## src/design/au_hsp_pkg.sv

```systemverilog
// ----------------------------------------------------------------------------
// au_hsp_pkg
// shared types, constants and helpers of the AU header section parser
// ----------------------------------------------------------------------------
`default_nettype none

package au_hsp_pkg;

  localparam int MAX_HEADERS    = 16;
  localparam int HDR_IDX_W      = $clog2(MAX_HEADERS);
  localparam int HDR_CNT_W      = $clog2(MAX_HEADERS + 1);
  localparam int MAX_FIELD_BITS = 16;
  localparam int ACC_W          = 40;
  localparam int HELD_W         = 6;
  localparam int NEED_W         = 6;

  typedef enum logic [1:0] {
    KIND_HEADER  = 2'd0,
    KIND_DATA    = 2'd1,
    KIND_SUMMARY = 2'd2
  } kind_t;

  typedef enum logic [1:0] {
    ST_OK       = 2'd0,
    ST_TRUNC    = 2'd1,
    ST_OVERFLOW = 2'd2
  } status_t;

  typedef enum logic [1:0] {
    PH_FIRST,
    PH_EXTRACT,
    PH_SUMMARY
  } phase_t;

  localparam logic [1:0] REG_SIZE  = 2'd0;
  localparam logic [1:0] REG_INDEX = 2'd1;
  localparam logic [1:0] REG_DELTA = 2'd2;

  function automatic logic [4:0] clampw(input logic [4:0] w);
    clampw = (w > 5'(MAX_FIELD_BITS)) ? 5'(MAX_FIELD_BITS) : w;
  endfunction

endpackage

`default_nettype wire

```

## src/design/au_header_section_parser.sv

```systemverilog
// ----------------------------------------------------------------------------
// au_header_section_parser
// splits MPEG-4 generic audio RTP payloads into AU headers, unit data bytes
// and a per-packet summary
// ----------------------------------------------------------------------------
// One payload byte is taken per cycle while the output register is free and
// the previous byte has given all its results. A byte gives its results one
// at a time through the output register: a data byte gives one result, a
// header byte that completes k headers gives k results, and the last byte of
// a packet also gives the summary. Header extraction runs one header per cycle,
// while the output register is free, from a 40-bit bit accumulator.
`default_nettype none

module au_header_section_parser
  import au_hsp_pkg::*;
(
  input  wire logic        clk,
  input  wire logic        rst_n,
  input  wire logic        in_valid,
  output logic             in_ready,
  input  wire logic [7:0]  in_payload_byte,
  input  wire logic        in_first_of_packet,
  input  wire logic        in_last_of_packet,
  input  wire logic        in_rtp_marker,
  output logic             out_valid,
  input  wire logic        out_ready,
  output logic [1:0]       out_kind,
  output logic [15:0]      out_au_size,
  output logic [15:0]      out_au_index,
  output logic [7:0]       out_au_number,
  output logic [7:0]       out_data_out,
  output logic             out_end_of_unit,
  output logic [13:0]      out_header_bytes,
  output logic             out_begins_frame,
  output logic             out_completes_frame,
  output logic [1:0]       out_status,
  output logic             out_last,
  input  wire logic        psel,
  input  wire logic        penable,
  input  wire logic        pwrite,
  input  wire logic [3:0]  paddr,
  input  wire logic [31:0] pwdata,
  output logic [31:0]      prdata,
  output logic             pready
);

  // configuration
  logic [4:0] size_bits_r, index_bits_r, delta_bits_r;
  logic [4:0] sw, iw, dw;

  // item register
  logic       item_v_r;
  logic [7:0] item_byte_r;
  logic       item_first_r, item_last_r, item_marker_r;
  phase_t     phase_r, phase_nxt;

  // parser state
  logic                 prev_marker_r, prev_marker_nxt;
  logic [15:0]          section_r, section_nxt;
  logic [13:0]          bpos_r, bpos_nxt;
  logic [ACC_W-1:0]     acc_r, acc_nxt;
  logic [HELD_W-1:0]    held_r, held_nxt;
  logic [15:0]          cons_r, cons_nxt;
  logic [HDR_CNT_W-1:0] hs_r, hs_nxt;
  logic [HDR_CNT_W-1:0] cu_r, cu_nxt;
  logic [15:0]          ubl_r, ubl_nxt;
  logic                 ovf_r, ovf_nxt;
  logic                 open_r, open_nxt;
  logic                 begins_r, begins_nxt;
  logic                 completes_r, completes_nxt;

  logic [15:0]          unit_sizes [MAX_HEADERS];
  logic [MAX_HEADERS-1:0] unit_nz;

  // step control
  logic                 out_free, step, finish, item_done, more, emit, try_ext;
  logic                 wr_en;
  logic [HDR_IDX_W-1:0] wr_idx;
  logic [15:0]          wr_size;

  // result
  kind_t      r_kind;
  logic [15:0] r_size, r_index;
  logic [7:0]  r_num, r_data;
  logic        r_eou, r_bf, r_cf, r_last;
  logic [13:0] r_hbytes;
  status_t     r_status;

  // temporaries
  logic [13:0]          hb, hb_r;
  logic [16:0]          hb_sum;
  logic                 first_hdr;
  logic [4:0]           xw;
  logic [NEED_W-1:0]    need;
  logic [HELD_W-1:0]    sh;
  logic [ACC_W-1:0]     shifted;
  logic [32:0]          nmask;
  logic [31:0]          v32;
  logic [16:0]          xmask;
  logic [ACC_W:0]       hmask;
  logic                 found;
  logic [HDR_IDX_W-1:0] fidx;
  logic [MAX_HEADERS-1:0] cand;

  assign sw = clampw(size_bits_r);
  assign iw = clampw(index_bits_r);
  assign dw = clampw(delta_bits_r);

  // configuration port
  assign pready = 1'b1;

  always_comb begin
    case (paddr[3:2])
      REG_SIZE:  prdata = {27'd0, size_bits_r};
      REG_INDEX: prdata = {27'd0, index_bits_r};
      REG_DELTA: prdata = {27'd0, delta_bits_r};
      default:   prdata = 32'd0;
    endcase
  end

  always_ff @(posedge clk) begin
    if (!rst_n) begin
      size_bits_r  <= 5'd13;
      index_bits_r <= 5'd3;
      delta_bits_r <= 5'd3;
    end else if (psel && penable && pwrite && pready) begin
      case (paddr[3:2])
        REG_SIZE:  size_bits_r  <= pwdata[4:0];
        REG_INDEX: index_bits_r <= pwdata[4:0];
        REG_DELTA: delta_bits_r <= pwdata[4:0];
        default:   ;
      endcase
    end
  end

  // handshake
  assign out_free  = !out_valid || out_ready;
  assign step      = item_v_r && out_free;
  assign item_done = step && finish;
  assign in_ready  = !item_v_r || item_done;

  // next phase
  always_comb begin
    phase_nxt = phase_r;
    if (step) begin
      if (finish)    phase_nxt = PH_FIRST;
      else if (more) phase_nxt = PH_EXTRACT;
      else           phase_nxt = PH_SUMMARY;
    end
  end

  // datapath and result
  always_comb begin
    prev_marker_nxt = prev_marker_r;
    section_nxt     = section_r;
    bpos_nxt        = bpos_r;
    acc_nxt         = acc_r;
    held_nxt        = held_r;
    cons_nxt        = cons_r;
    hs_nxt          = hs_r;
    cu_nxt          = cu_r;
    ubl_nxt         = ubl_r;
    ovf_nxt         = ovf_r;
    open_nxt        = open_r;
    begins_nxt      = begins_r;
    completes_nxt   = completes_r;
    emit     = 1'b0;
    try_ext  = 1'b0;
    more     = 1'b0;
    wr_en    = 1'b0;
    wr_idx   = '0;
    wr_size  = 16'd0;
    r_kind   = KIND_HEADER;
    r_size   = 16'd0;
    r_index  = 16'd0;
    r_num    = 8'd0;
    r_data   = 8'd0;
    r_eou    = 1'b0;
    r_hbytes = 14'd0;
    r_bf     = 1'b0;
    r_cf     = 1'b0;
    r_status = ST_OK;
    r_last   = 1'b0;
    hb_sum   = 17'd0;
    hb       = 14'd0;
    hb_r     = 14'd0;
    first_hdr = 1'b0;
    xw       = 5'd0;
    need     = '0;
    sh       = '0;
    shifted  = '0;
    nmask    = 33'd0;
    v32      = 32'd0;
    xmask    = 17'd0;
    hmask    = '0;
    found    = 1'b0;
    fidx     = '0;
    cand     = '0;

    if (phase_r == PH_FIRST) begin
      if (item_first_r || !open_r) begin
        begins_nxt      = prev_marker_r;
        completes_nxt   = item_marker_r;
        prev_marker_nxt = item_marker_r;
        section_nxt     = 16'd0;
        bpos_nxt        = 14'd0;
        acc_nxt         = '0;
        held_nxt        = '0;
        cons_nxt        = 16'd0;
        hs_nxt          = '0;
        cu_nxt          = '0;
        ubl_nxt         = 16'd0;
        ovf_nxt         = 1'b0;
        open_nxt        = 1'b1;
      end
      hb_sum = {1'b0, section_nxt} + 17'd7;
      hb     = hb_sum[16:3];
      if (sw == 5'd0 || bpos_nxt >= 14'd2 + hb) begin
        // data byte
        if (ubl_nxt == 16'd0) begin
          for (int j = 0; j < MAX_HEADERS; j++) begin
            cand[j] = unit_nz[j] && (HDR_CNT_W'(j) >= cu_nxt) && (HDR_CNT_W'(j) < hs_nxt);
          end
          for (int j = MAX_HEADERS - 1; j >= 0; j--) begin
            if (cand[j]) begin
              found = 1'b1;
              fidx  = HDR_IDX_W'(j);
            end
          end
          if (found) begin
            cu_nxt  = {1'b0, fidx};
            ubl_nxt = unit_sizes[fidx];
          end else begin
            cu_nxt = hs_nxt;
          end
        end
        emit   = 1'b1;
        r_kind = KIND_DATA;
        r_data = item_byte_r;
        r_num  = 8'(cu_nxt);
        r_last = !item_last_r;
        if (cu_nxt < hs_nxt) begin
          ubl_nxt = ubl_nxt - 16'd1;
          r_eou   = (ubl_nxt == 16'd0) || item_last_r;
          if (ubl_nxt == 16'd0) cu_nxt = cu_nxt + 1'b1;
        end else begin
          r_eou = item_last_r;
        end
      end else if (bpos_nxt < 14'd2) begin
        section_nxt = {section_nxt[7:0], item_byte_r};
        bpos_nxt    = bpos_nxt + 14'd1;
      end else begin
        acc_nxt  = {acc_nxt[ACC_W-9:0], item_byte_r};
        held_nxt = held_nxt + HELD_W'(8);
        bpos_nxt = bpos_nxt + 14'd1;
        try_ext  = 1'b1;
      end
    end else if (phase_r == PH_EXTRACT) begin
      try_ext = 1'b1;
    end else begin
      hb_sum   = {1'b0, section_r} + 17'd7;
      hb_r     = hb_sum[16:3];
      emit     = 1'b1;
      r_kind   = KIND_SUMMARY;
      r_bf     = begins_r;
      r_cf     = completes_r;
      r_last   = 1'b1;
      open_nxt = 1'b0;
      if (sw != 5'd0) begin
        if (bpos_r < 14'd2) begin
          r_hbytes = 14'd2;
          r_status = ST_TRUNC;
        end else begin
          r_hbytes = 14'd2 + hb_r;
          if (bpos_r < 14'd2 + hb_r) r_status = ST_TRUNC;
        end
      end
      if (r_status == ST_OK && ovf_r) r_status = ST_OVERFLOW;
    end

    if (try_ext) begin
      first_hdr = (hs_nxt == '0) && !ovf_nxt;
      xw        = first_hdr ? iw : dw;
      need      = NEED_W'(sw) + NEED_W'(xw);
      if ({1'b0, cons_nxt} + 17'(need) <= {1'b0, section_nxt} && held_nxt >= need) begin
        sh       = held_nxt - need;
        shifted  = acc_nxt >> sh;
        nmask    = (33'd1 << need) - 33'd1;
        v32      = shifted[31:0] & nmask[31:0];
        xmask    = (17'd1 << xw) - 17'd1;
        held_nxt = sh;
        hmask    = ((ACC_W+1)'(1) << held_nxt) - (ACC_W+1)'(1);
        acc_nxt  = acc_nxt & hmask[ACC_W-1:0];
        cons_nxt = cons_nxt + 16'(need);
        if (hs_nxt < HDR_CNT_W'(MAX_HEADERS)) begin
          emit    = 1'b1;
          r_kind  = KIND_HEADER;
          r_size  = 16'(v32 >> xw);
          r_index = v32[15:0] & xmask[15:0];
          r_num   = 8'(hs_nxt);
          wr_en   = 1'b1;
          wr_idx  = hs_nxt[HDR_IDX_W-1:0];
          wr_size = r_size;
          hs_nxt  = hs_nxt + 1'b1;
        end else begin
          ovf_nxt = 1'b1;
        end
      end
      first_hdr = (hs_nxt == '0) && !ovf_nxt;
      xw        = first_hdr ? iw : dw;
      need      = NEED_W'(sw) + NEED_W'(xw);
      more = ({1'b0, cons_nxt} + 17'(need) <= {1'b0, section_nxt}) && (held_nxt >= need);
      r_last = !(more && hs_nxt < HDR_CNT_W'(MAX_HEADERS)) && !item_last_r;
    end

    finish = (phase_r == PH_SUMMARY) || (!more && !item_last_r);
  end

  // item register and phase
  always_ff @(posedge clk) begin
    if (!rst_n) begin
      item_v_r <= 1'b0;
      phase_r  <= PH_FIRST;
    end else begin
      phase_r <= phase_nxt;
      if (in_valid && in_ready) begin
        item_v_r <= 1'b1;
      end else if (item_done) begin
        item_v_r <= 1'b0;
      end
    end
  end

  always_ff @(posedge clk) begin
    if (in_valid && in_ready) begin
      item_byte_r   <= in_payload_byte;
      item_first_r  <= in_first_of_packet;
      item_last_r   <= in_last_of_packet;
      item_marker_r <= in_rtp_marker;
    end
  end

  // parser state
  always_ff @(posedge clk) begin
    if (!rst_n) begin
      prev_marker_r <= 1'b0;
      section_r     <= 16'd0;
      bpos_r        <= 14'd0;
      acc_r         <= '0;
      held_r        <= '0;
      cons_r        <= 16'd0;
      hs_r          <= '0;
      cu_r          <= '0;
      ubl_r         <= 16'd0;
      ovf_r         <= 1'b0;
      open_r        <= 1'b0;
      begins_r      <= 1'b0;
      completes_r   <= 1'b0;
    end else if (step) begin
      prev_marker_r <= prev_marker_nxt;
      section_r     <= section_nxt;
      bpos_r        <= bpos_nxt;
      acc_r         <= acc_nxt;
      held_r        <= held_nxt;
      cons_r        <= cons_nxt;
      hs_r          <= hs_nxt;
      cu_r          <= cu_nxt;
      ubl_r         <= ubl_nxt;
      ovf_r         <= ovf_nxt;
      open_r        <= open_nxt;
      begins_r      <= begins_nxt;
      completes_r   <= completes_nxt;
    end
  end

  // unit size store
  always_ff @(posedge clk) begin
    if (step && wr_en) begin
      unit_sizes[wr_idx] <= wr_size;
      unit_nz[wr_idx]    <= |wr_size;
    end
  end

  // output register
  always_ff @(posedge clk) begin
    if (!rst_n) begin
      out_valid <= 1'b0;
    end else if (step && emit) begin
      out_valid <= 1'b1;
    end else if (out_ready) begin
      out_valid <= 1'b0;
    end
  end

  always_ff @(posedge clk) begin
    if (step && emit) begin
      out_kind            <= r_kind;
      out_au_size         <= r_size;
      out_au_index        <= r_index;
      out_au_number       <= r_num;
      out_data_out        <= r_data;
      out_end_of_unit     <= r_eou;
      out_header_bytes    <= r_hbytes;
      out_begins_frame    <= r_bf;
      out_completes_frame <= r_cf;
      out_status          <= r_status;
      out_last            <= r_last;
    end
  end

  // checks
  a_summary_last: assert property (@(posedge clk) disable iff (!rst_n)
    out_valid && out_kind == KIND_SUMMARY |-> out_last)
    else $error("summary without last");

  a_hdr_bound: assert property (@(posedge clk) disable iff (!rst_n)
    hs_r <= HDR_CNT_W'(MAX_HEADERS) && cu_r <= HDR_CNT_W'(MAX_HEADERS))
    else $error("header count out of range");

  a_held_bound: assert property (@(posedge clk) disable iff (!rst_n)
    held_r < HELD_W'(ACC_W))
    else $error("bit accumulator overrun");

  a_idle_ready: assert property (@(posedge clk) disable iff (!rst_n)
    !item_v_r |-> in_ready)
    else $error("idle block not ready");

  a_extract_phase: assert property (@(posedge clk) disable iff (!rst_n)
    phase_r != PH_FIRST |-> item_v_r)
    else $error("phase active without item");

endmodule

`default_nettype wire
```

## config.mk

```make
export PLATFORM = sky130hd
export DESIGN_NAME = au_header_section_parser
export DESIGN_NICKNAME = d
export VERILOG_FILES = /design/src/design/au_hsp_pkg.sv /design/src/design/au_header_section_parser.sv
export SDC_FILE = /design/constraint.sdc
export NUM_CORES = 1
export LEC_CHECK = 0
export ABC_AREA = 1
export BUFFER_PORTS_ARGS = -buffer_cell sky130_fd_sc_hd__buf_2
export CELL_PAD_IN_SITES_DETAIL_PLACEMENT = 0
export CELL_PAD_IN_SITES_GLOBAL_PLACEMENT = 1
export CORE_MARGIN = 1
export CORE_UTILIZATION = 42
export DETAILED_ROUTE_END_ITERATION = 7
export PLACE_DENSITY = 0.87
export SLEW_MARGIN = 20
export SYNTH_ARGS = -nofsm -noshare
export SYNTH_HDL_FRONTEND = slang
export SYNTH_SLANG_ARGS = --single-unit
```

## constraint.sdc

```tcl
create_clock -name clk -period 12.5 [get_ports clk]
set_clock_uncertainty 0.15 [all_clocks]
set_input_delay 1.875 -clock clk [delete_from_list [all_inputs] [get_ports clk]]
set_output_delay 1.875 -clock clk [all_outputs]
set_load 0.01 [all_outputs]
```

==> results.yml, run 1 <==
routing:
  drt_iter0_markers: 3142
  dr.pass1.iters: 8
  totalWireLength_mm: 112
  drc: 0
  vias: 32600
  wl_per_cell_um: 18.8
  via_per_inst: 5.48
  postRouteAntennaNets: 0
power:
  max-vdd-ir-drop_v: 0.000111
  p_per_area_nw_per_um2: 161
  p_leak_uw: 0.0167
  total_power_uw: 6330
clock_tree:
  root_buffer: "clkbuf_16"
  cts_buffer_depth: 3
  cts_tree: "built"
  clock_latency_ns: 0.65
  clkTransAtPathRegs_ns: 0.06
  htree_levels: 2
  clkSinkCount: 491
  numCtsBuffers: 54
  ctsHoldBuffers: 0
yosys:
  yosys_warnings: 0
  synth_seq_cells: 491
  netlist_instances: 4639
  ys_types: 67
  avgSynthCellArea_sq_um: 7.27
  ys_seq_area_share_pct: 39.5
  syn_area_sq_um: 33700
  synth_edf_count: 350
  ys_async_sr_fraction_pct: 0
  ys.flop_type: "edfxtp_1"
placement:
  place_hpwl_mm: 77.2
  dp.cells: 5822
  gp_congestion: 0.951
  dp_slack_ns: -0.645
  dpl_cell_area_sq_um: 36500
  port_buffers: 98
worst_setup_path:
  endpoint_kind: "output port"
  endpoint: "in_ready"
  crit_slowest_cell: "fa_2"
  critPathArrivalTime_ns: 11.03
  reg2reg_from: "section_r[0]$_SDFFE_PN0P_"
  cp_common_cell: "nand2_2"
  crit_type: "reg -> out"
  required_ns: 10.47
  crit_path_max_fanout: 7
  crit_start: "section_r[0]$_SDFFE_PN0P_"
  r2r-end: "item_byte_r[4]$_DFFE_PP_"
  start_kind: "flop"
  rrSetupSlack_ns: 1.01
  slowest_delay_ns: 0.56
  r2r_cells: 80
layout:
  stdcell_count: 5943
  drive_gt1_share_pct: 14.8
  layout_commonest_cell: "nand2_1"
  layout.cells.most_common_list: "nand2_1, inv_1, nand3_1, nor2_1, edfxtp_1"
  fillers: 7665
  fin_util_pct: 49.5
  fin_area_sq_um: 39200
  syn2layout_area_growth_pct: 16.2
  nets: 5010
  num_antenna_cells: 0
timing:
  finalSetupViolCount: 1
  hold_viol_final: 0
  rsz0062_at_grt: "true"
  fmax_mhz: 76.6
  min_period_ns: 13.05
  finalCritPeriodShare_pct: 104
  layout_setup_ws_ns: -0.552
  slew_violations: 0
  worst_slew_pin_slew_ns: 1.13
  relSlewSlack_pct: 24.3
floorplanning:
  rows: 103
  core-area_sq_um: 79300
  die_y_um: 285
  ioPinCount: 159
  initial_core_util_pct: 42.6
  chipWidth_um: 285
  die-area_sq_um: 81500
run_status:
  violations: "setup timing"
  status: "finished with violations"
global_route:
  antenna_found_initial: 3
  grt_overflow: 0
  grt_pass1_vias: 30200
  grt_max_degree: 108
  grt_pass1_wl_mm: 171
  grt_usage_pct: 26.6
job:
  max_cap_violations: 0
min_path:
  hold_class: "reg -> reg"
==> cell type report <==
| cell class | count | area [sq um] | share of cell area [%] |
|---|---|---|---|
| Clock buffer | 69 | 1450 | 3.69 |
| Clock inverter | 33 | 465 | 1.19 |
| Inverter | 566 | 2130 | 5.44 |
| Multi-Input combinational cell | 3347 | 17800 | 45.4 |
| Sequential cell | 491 | 13300 | 34.0 |
| Tap cell | 1050 | 1310 | 3.35 |
| Timing Repair Buffer | 387 | 2740 | 6.97 |
==> synth_stat cells, drive strengths merged (80+ instances only) <==
cell | instances | area (sq um)
nand4 | 80 | 507
buf | 134 | 798
nand3b | 95 | 713
clkbuf | 129 | 484
inv | 558 | 2090
dfxtp | 141 | 2820
nor2 | 472 | 1910
o21ai | 352 | 1760
nand2 | 1056 | 4020
a21oi | 276 | 1380
ha | 104 | 1300
edfxtp | 350 | 10500
nand3 | 513 | 2580
==> power by group <==
group	leakage [uW]	switching (uW)	total (uW)	internal (uW)
sequential	0.00422	31.8	1830	1800
clock	0.000921	706	1720	1010
combinational	0.0115	1880	2790	903
total	0.0167	2620	6330	3710
==> flip-flops by register name, indices dropped and copies added (netlist names), 14 cells and up, named ones only <==
| name | cells |
|---|---|
| acc_r | 40 |
| bpos_r | 14 |
| cons_r | 16 |
| out_au_index | 16 |
| out_au_size | 16 |
| out_header_bytes | 14 |
| section_r | 15 |
| ubl_r | 16 |
| unit_nz | 16 |
| unit_sizes | 256 |
==> worst min-delay path by stage <==
stage                                       start                      end  slack (ns)  depth (start not counted)
after floorplan            bpos_r[0]$_SDFFE_PN0P_   bpos_r[0]$_SDFFE_PN0P_        0.29                          2
after global placement     ubl_r[12]$_SDFFE_PN0P_   ubl_r[12]$_SDFFE_PN0P_        0.30                          2
after detailed placement   held_r[1]$_SDFFE_PN0P_   held_r[1]$_SDFFE_PN0P_        0.31                          2
after CTS                  held_r[1]$_SDFFE_PN0P_   held_r[1]$_SDFFE_PN0P_        0.31                          2
after global routing      cons_r[15]$_SDFFE_PN0P_  cons_r[15]$_SDFFE_PN0P_        0.33                          2
final                       ubl_r[1]$_SDFFE_PN0P_    ubl_r[1]$_SDFFE_PN0P_        0.31                          2
==> layer usage <==
layer  vias to the layer above  GRT usage [%]  share of wire [%]
met5                         -              0             0.0072
met4                         2           8.96                3.3
met3                       219           3.73                7.3
met2                      1220           43.5                 46
met1                     15200           36.0                 43
li1                      16000              -                  -
==> logic make-up (layout without fill, tap and decap cells) <==
logic type      after synthesis  after routing  share of synthesized area [%]
compound gates              787            787                           13.0
xor+xnor                     82             82                           2.13
fa+ha+maj                   109            109                           4.15
buf+inv                     830           1055                           10.1
flops                       491            491                           39.5
mux                          16             16                          0.475
other cells                   2             31                         0.0223
simple gates               2322           2322                           30.6
==> stage by stage <==
stage | hold slack, ns | TNS (ns)
2_1_floorplan | 0.293 | 0
3_3_place_gp | 0.302 | -0.419
3_5_place_dp | 0.305 | -0.645
4_1_cts | 0.314 | -0.629
5_1_grt | 0.331 | -1.40
6_report | 0.313 | -0.552
==> worst max-delay path, delay by kind of cell, from the launching register on <==
family / cells / cell delay [ns]
adders and majority gates: 7 / 2.15
AOI/OAI and AO/OA: 14 / 2.00
and+or+nand+nor: 39 / 4.01
xor gates and xnor gates: 1 / 0.19
DFF: 1 / 0.32
buffers and inverters: 17 / 1.69
==> what timing repair did <==
action,in CTS,in global routing
endpoints found under the setup margin,1,11
endpoints found under the hold margin,0,0
pin swaps,16,71
gates resized for setup,62,118
setup buffers,3,15
gates cloned,0,1
No activity file was read; power rests on OpenSTA's default activity.
==> inputs of run 2 (changes only) <==
--- a/config.mk
+++ b/config.mk
@@ -13,6 +13,7 @@
 export CORE_UTILIZATION = 42
 export DETAILED_ROUTE_END_ITERATION = 7
 export PLACE_DENSITY = 0.87
+export SKIP_LAST_GASP = 1
 export SLEW_MARGIN = 20
 export SYNTH_ARGS = -nofsm -noshare
 export SYNTH_HDL_FRONTEND = slang
==> results.yml, run 2 (same netlist as run 1, synthesis figures left out) <==
placement:
  port_buffers: 98
  place_hpwl_mm: 77.2
  gp_congestion: 0.951
  dp_slack_ns: -0.645
clock_tree:
  clkTransAtPathRegs_ns: 0.06
  root_buffer: "clkbuf_16"
  ctsHoldBuffers: 0
  cts_tree: "built"
  htree_levels: 2
  clkSinkCount: 491
  numCtsBuffers: 54
  cts_buffer_depth: 3
  clock_latency_ns: 0.65
global_route:
  grt_usage_pct: 26.6
  antenna_found_initial: 3
  grt_pass1_vias: 30200
  grt_pass1_wl_mm: 171
  use_met3_pct: 3.73
  use_met1_pct: 36.0
  grt_busiest_layer: "met2"
  grt_overflow: 0
  met2_usage_pct: 43.5
  grt_max_degree: 108
layout:
  layout_commonest_cell: "nand2_1"
  largest_reg_flops: 256
  drive_gt1_share_pct: 14.8
  nets: 5010
  reg_top3: "unit_sizes (256), acc_r (40)"
  syn2layout_area_growth_pct: 16.2
  layout.cells.most_common_list: "nand2_1, inv_1, nand3_1, nor2_1, edfxtp_1"
  largest-register: "unit_sizes"
  num_antenna_cells: 0
run_status:
  status: "finished with violations"
  violations: "setup timing"
worst_setup_path:
  required_ns: 10.47
  endpoint: "in_ready"
  rrSetupSlack_ns: 1.00
  r2r_cells: 79
  crit_path_max_fanout: 7
  crit_start: "section_r[0]$_SDFFE_PN0P_"
  endpoint_kind: "output port"
  r2r-end: "item_byte_r[5]$_DFFE_PP_"
  critPathArrivalTime_ns: 11.03
  crit_type: "reg -> out"
  slowest_delay_ns: 0.55
  crit_slowest_cell: "fa_2"
  start_kind: "flop"
  reg2reg_from: "section_r[0]$_SDFFE_PN0P_"
  cp_common_cell: "nand2_2"
routing:
  drt_iter0_markers: 3212
  dr.pass1.iters: 8
  via_per_inst: 5.48
  postRouteAntennaNets: 0
  totalWireLength_mm: 112
  drc: 0
  vias: 32600
  wl_per_cell_um: 18.8
timing:
  worst_slew_pin_slew_ns: 1.13
  finalCritPeriodShare_pct: 104
  min_period_ns: 13.06
  finalSetupViolCount: 1
  layout_setup_ws_ns: -0.558
  fmax_mhz: 76.6
  rsz0062_at_grt: "true"
  hold_viol_final: 0
  relSlewSlack_pct: 24.8
  slew_violations: 0
floorplanning:
  die-area_sq_um: 81500
  die_y_um: 285
  ioPinCount: 159
  chipWidth_um: 285
  initial_core_util_pct: 42.6
  rows: 103
  core-area_sq_um: 79300
power:
  p_leak_uw: 0.0167
  total_power_uw: 6330
  p_per_area_nw_per_um2: 161
  max-vdd-ir-drop_v: 0.000111
min_path:
  hold_class: "reg -> reg"
job:
  max_cap_violations: 0
## run 2: layout make-up
type                    count  area (sq um)
inverters                 566          2130
clock buffers              69          1450
fillers                  7665         40000
clock inverters            33           465
well taps                1050          1310
flip-flops and latches    491         13300
repair buffers            387          2740
multi-input cells        3347         17800
## run 2: through the flow
stage | TNS (ns) | std cells | utilization, % | hold slack, ns | cell area [sq um]
final | -0.558 | 5943 | 49.5 | 0.315 | 39200
after floorplan | 0 | 4668 | - | 0.293 | 33900
after global placement | -0.419 | 5822 | 46.1 | 0.302 | 36500
after global routing | -1.40 | 5943 | 49.5 | 0.331 | 39200
after CTS | -0.630 | 5927 | 48.7 | 0.314 | 38600
after detailed placement | -0.645 | 5822 | 46.1 | 0.305 | 36500
## run 2: critical path: cells and delay by family (launching register included)
family	cells	cell delay [ns]
adder cells (fa/ha/maj)	7	2.27
XOR/XNOR	2	0.25
buffers and inverters	16	1.59
flip-flops	1	0.32
AND/OR/NAND/NOR	37	3.92
AO/OA/AOI/OAI	15	2.05
## run 2: how the worst min path moves through the flow
stage | slack, ns | endpoint | cells after the start | start
final | 0.31 | held_r[1]$_SDFFE_PN0P_ | 2 | held_r[1]$_SDFFE_PN0P_
after global placement | 0.30 | ubl_r[12]$_SDFFE_PN0P_ | 2 | ubl_r[12]$_SDFFE_PN0P_
after CTS | 0.31 | held_r[1]$_SDFFE_PN0P_ | 2 | held_r[1]$_SDFFE_PN0P_
after detailed placement | 0.31 | held_r[1]$_SDFFE_PN0P_ | 2 | held_r[1]$_SDFFE_PN0P_
after floorplan | 0.29 | bpos_r[0]$_SDFFE_PN0P_ | 2 | bpos_r[0]$_SDFFE_PN0P_
after global routing | 0.33 | cons_r[15]$_SDFFE_PN0P_ | 2 | cons_r[15]$_SDFFE_PN0P_
## run 2: power breakdown
part | switching, uW | total [uW] | internal [uW]
Clock | 709 | 1720 | 1010
Combinational | 1880 | 2780 | 903
Sequential | 31.8 | 1830 | 1800
## run 2: repair_timing
action	4_1_cts	5_1_grt
pin swaps	16	71
setup buffers	3	15
cloned	0	1
resized for setup	61	119
endpoints found under the setup margin	1	11
## run 2: metal layers
layer  wire length, um  up-vias
li1                  -    16000
met1             48200    15100
met2             51500     1245
met3              8200      237
met4              3870        2
met5                 8        -
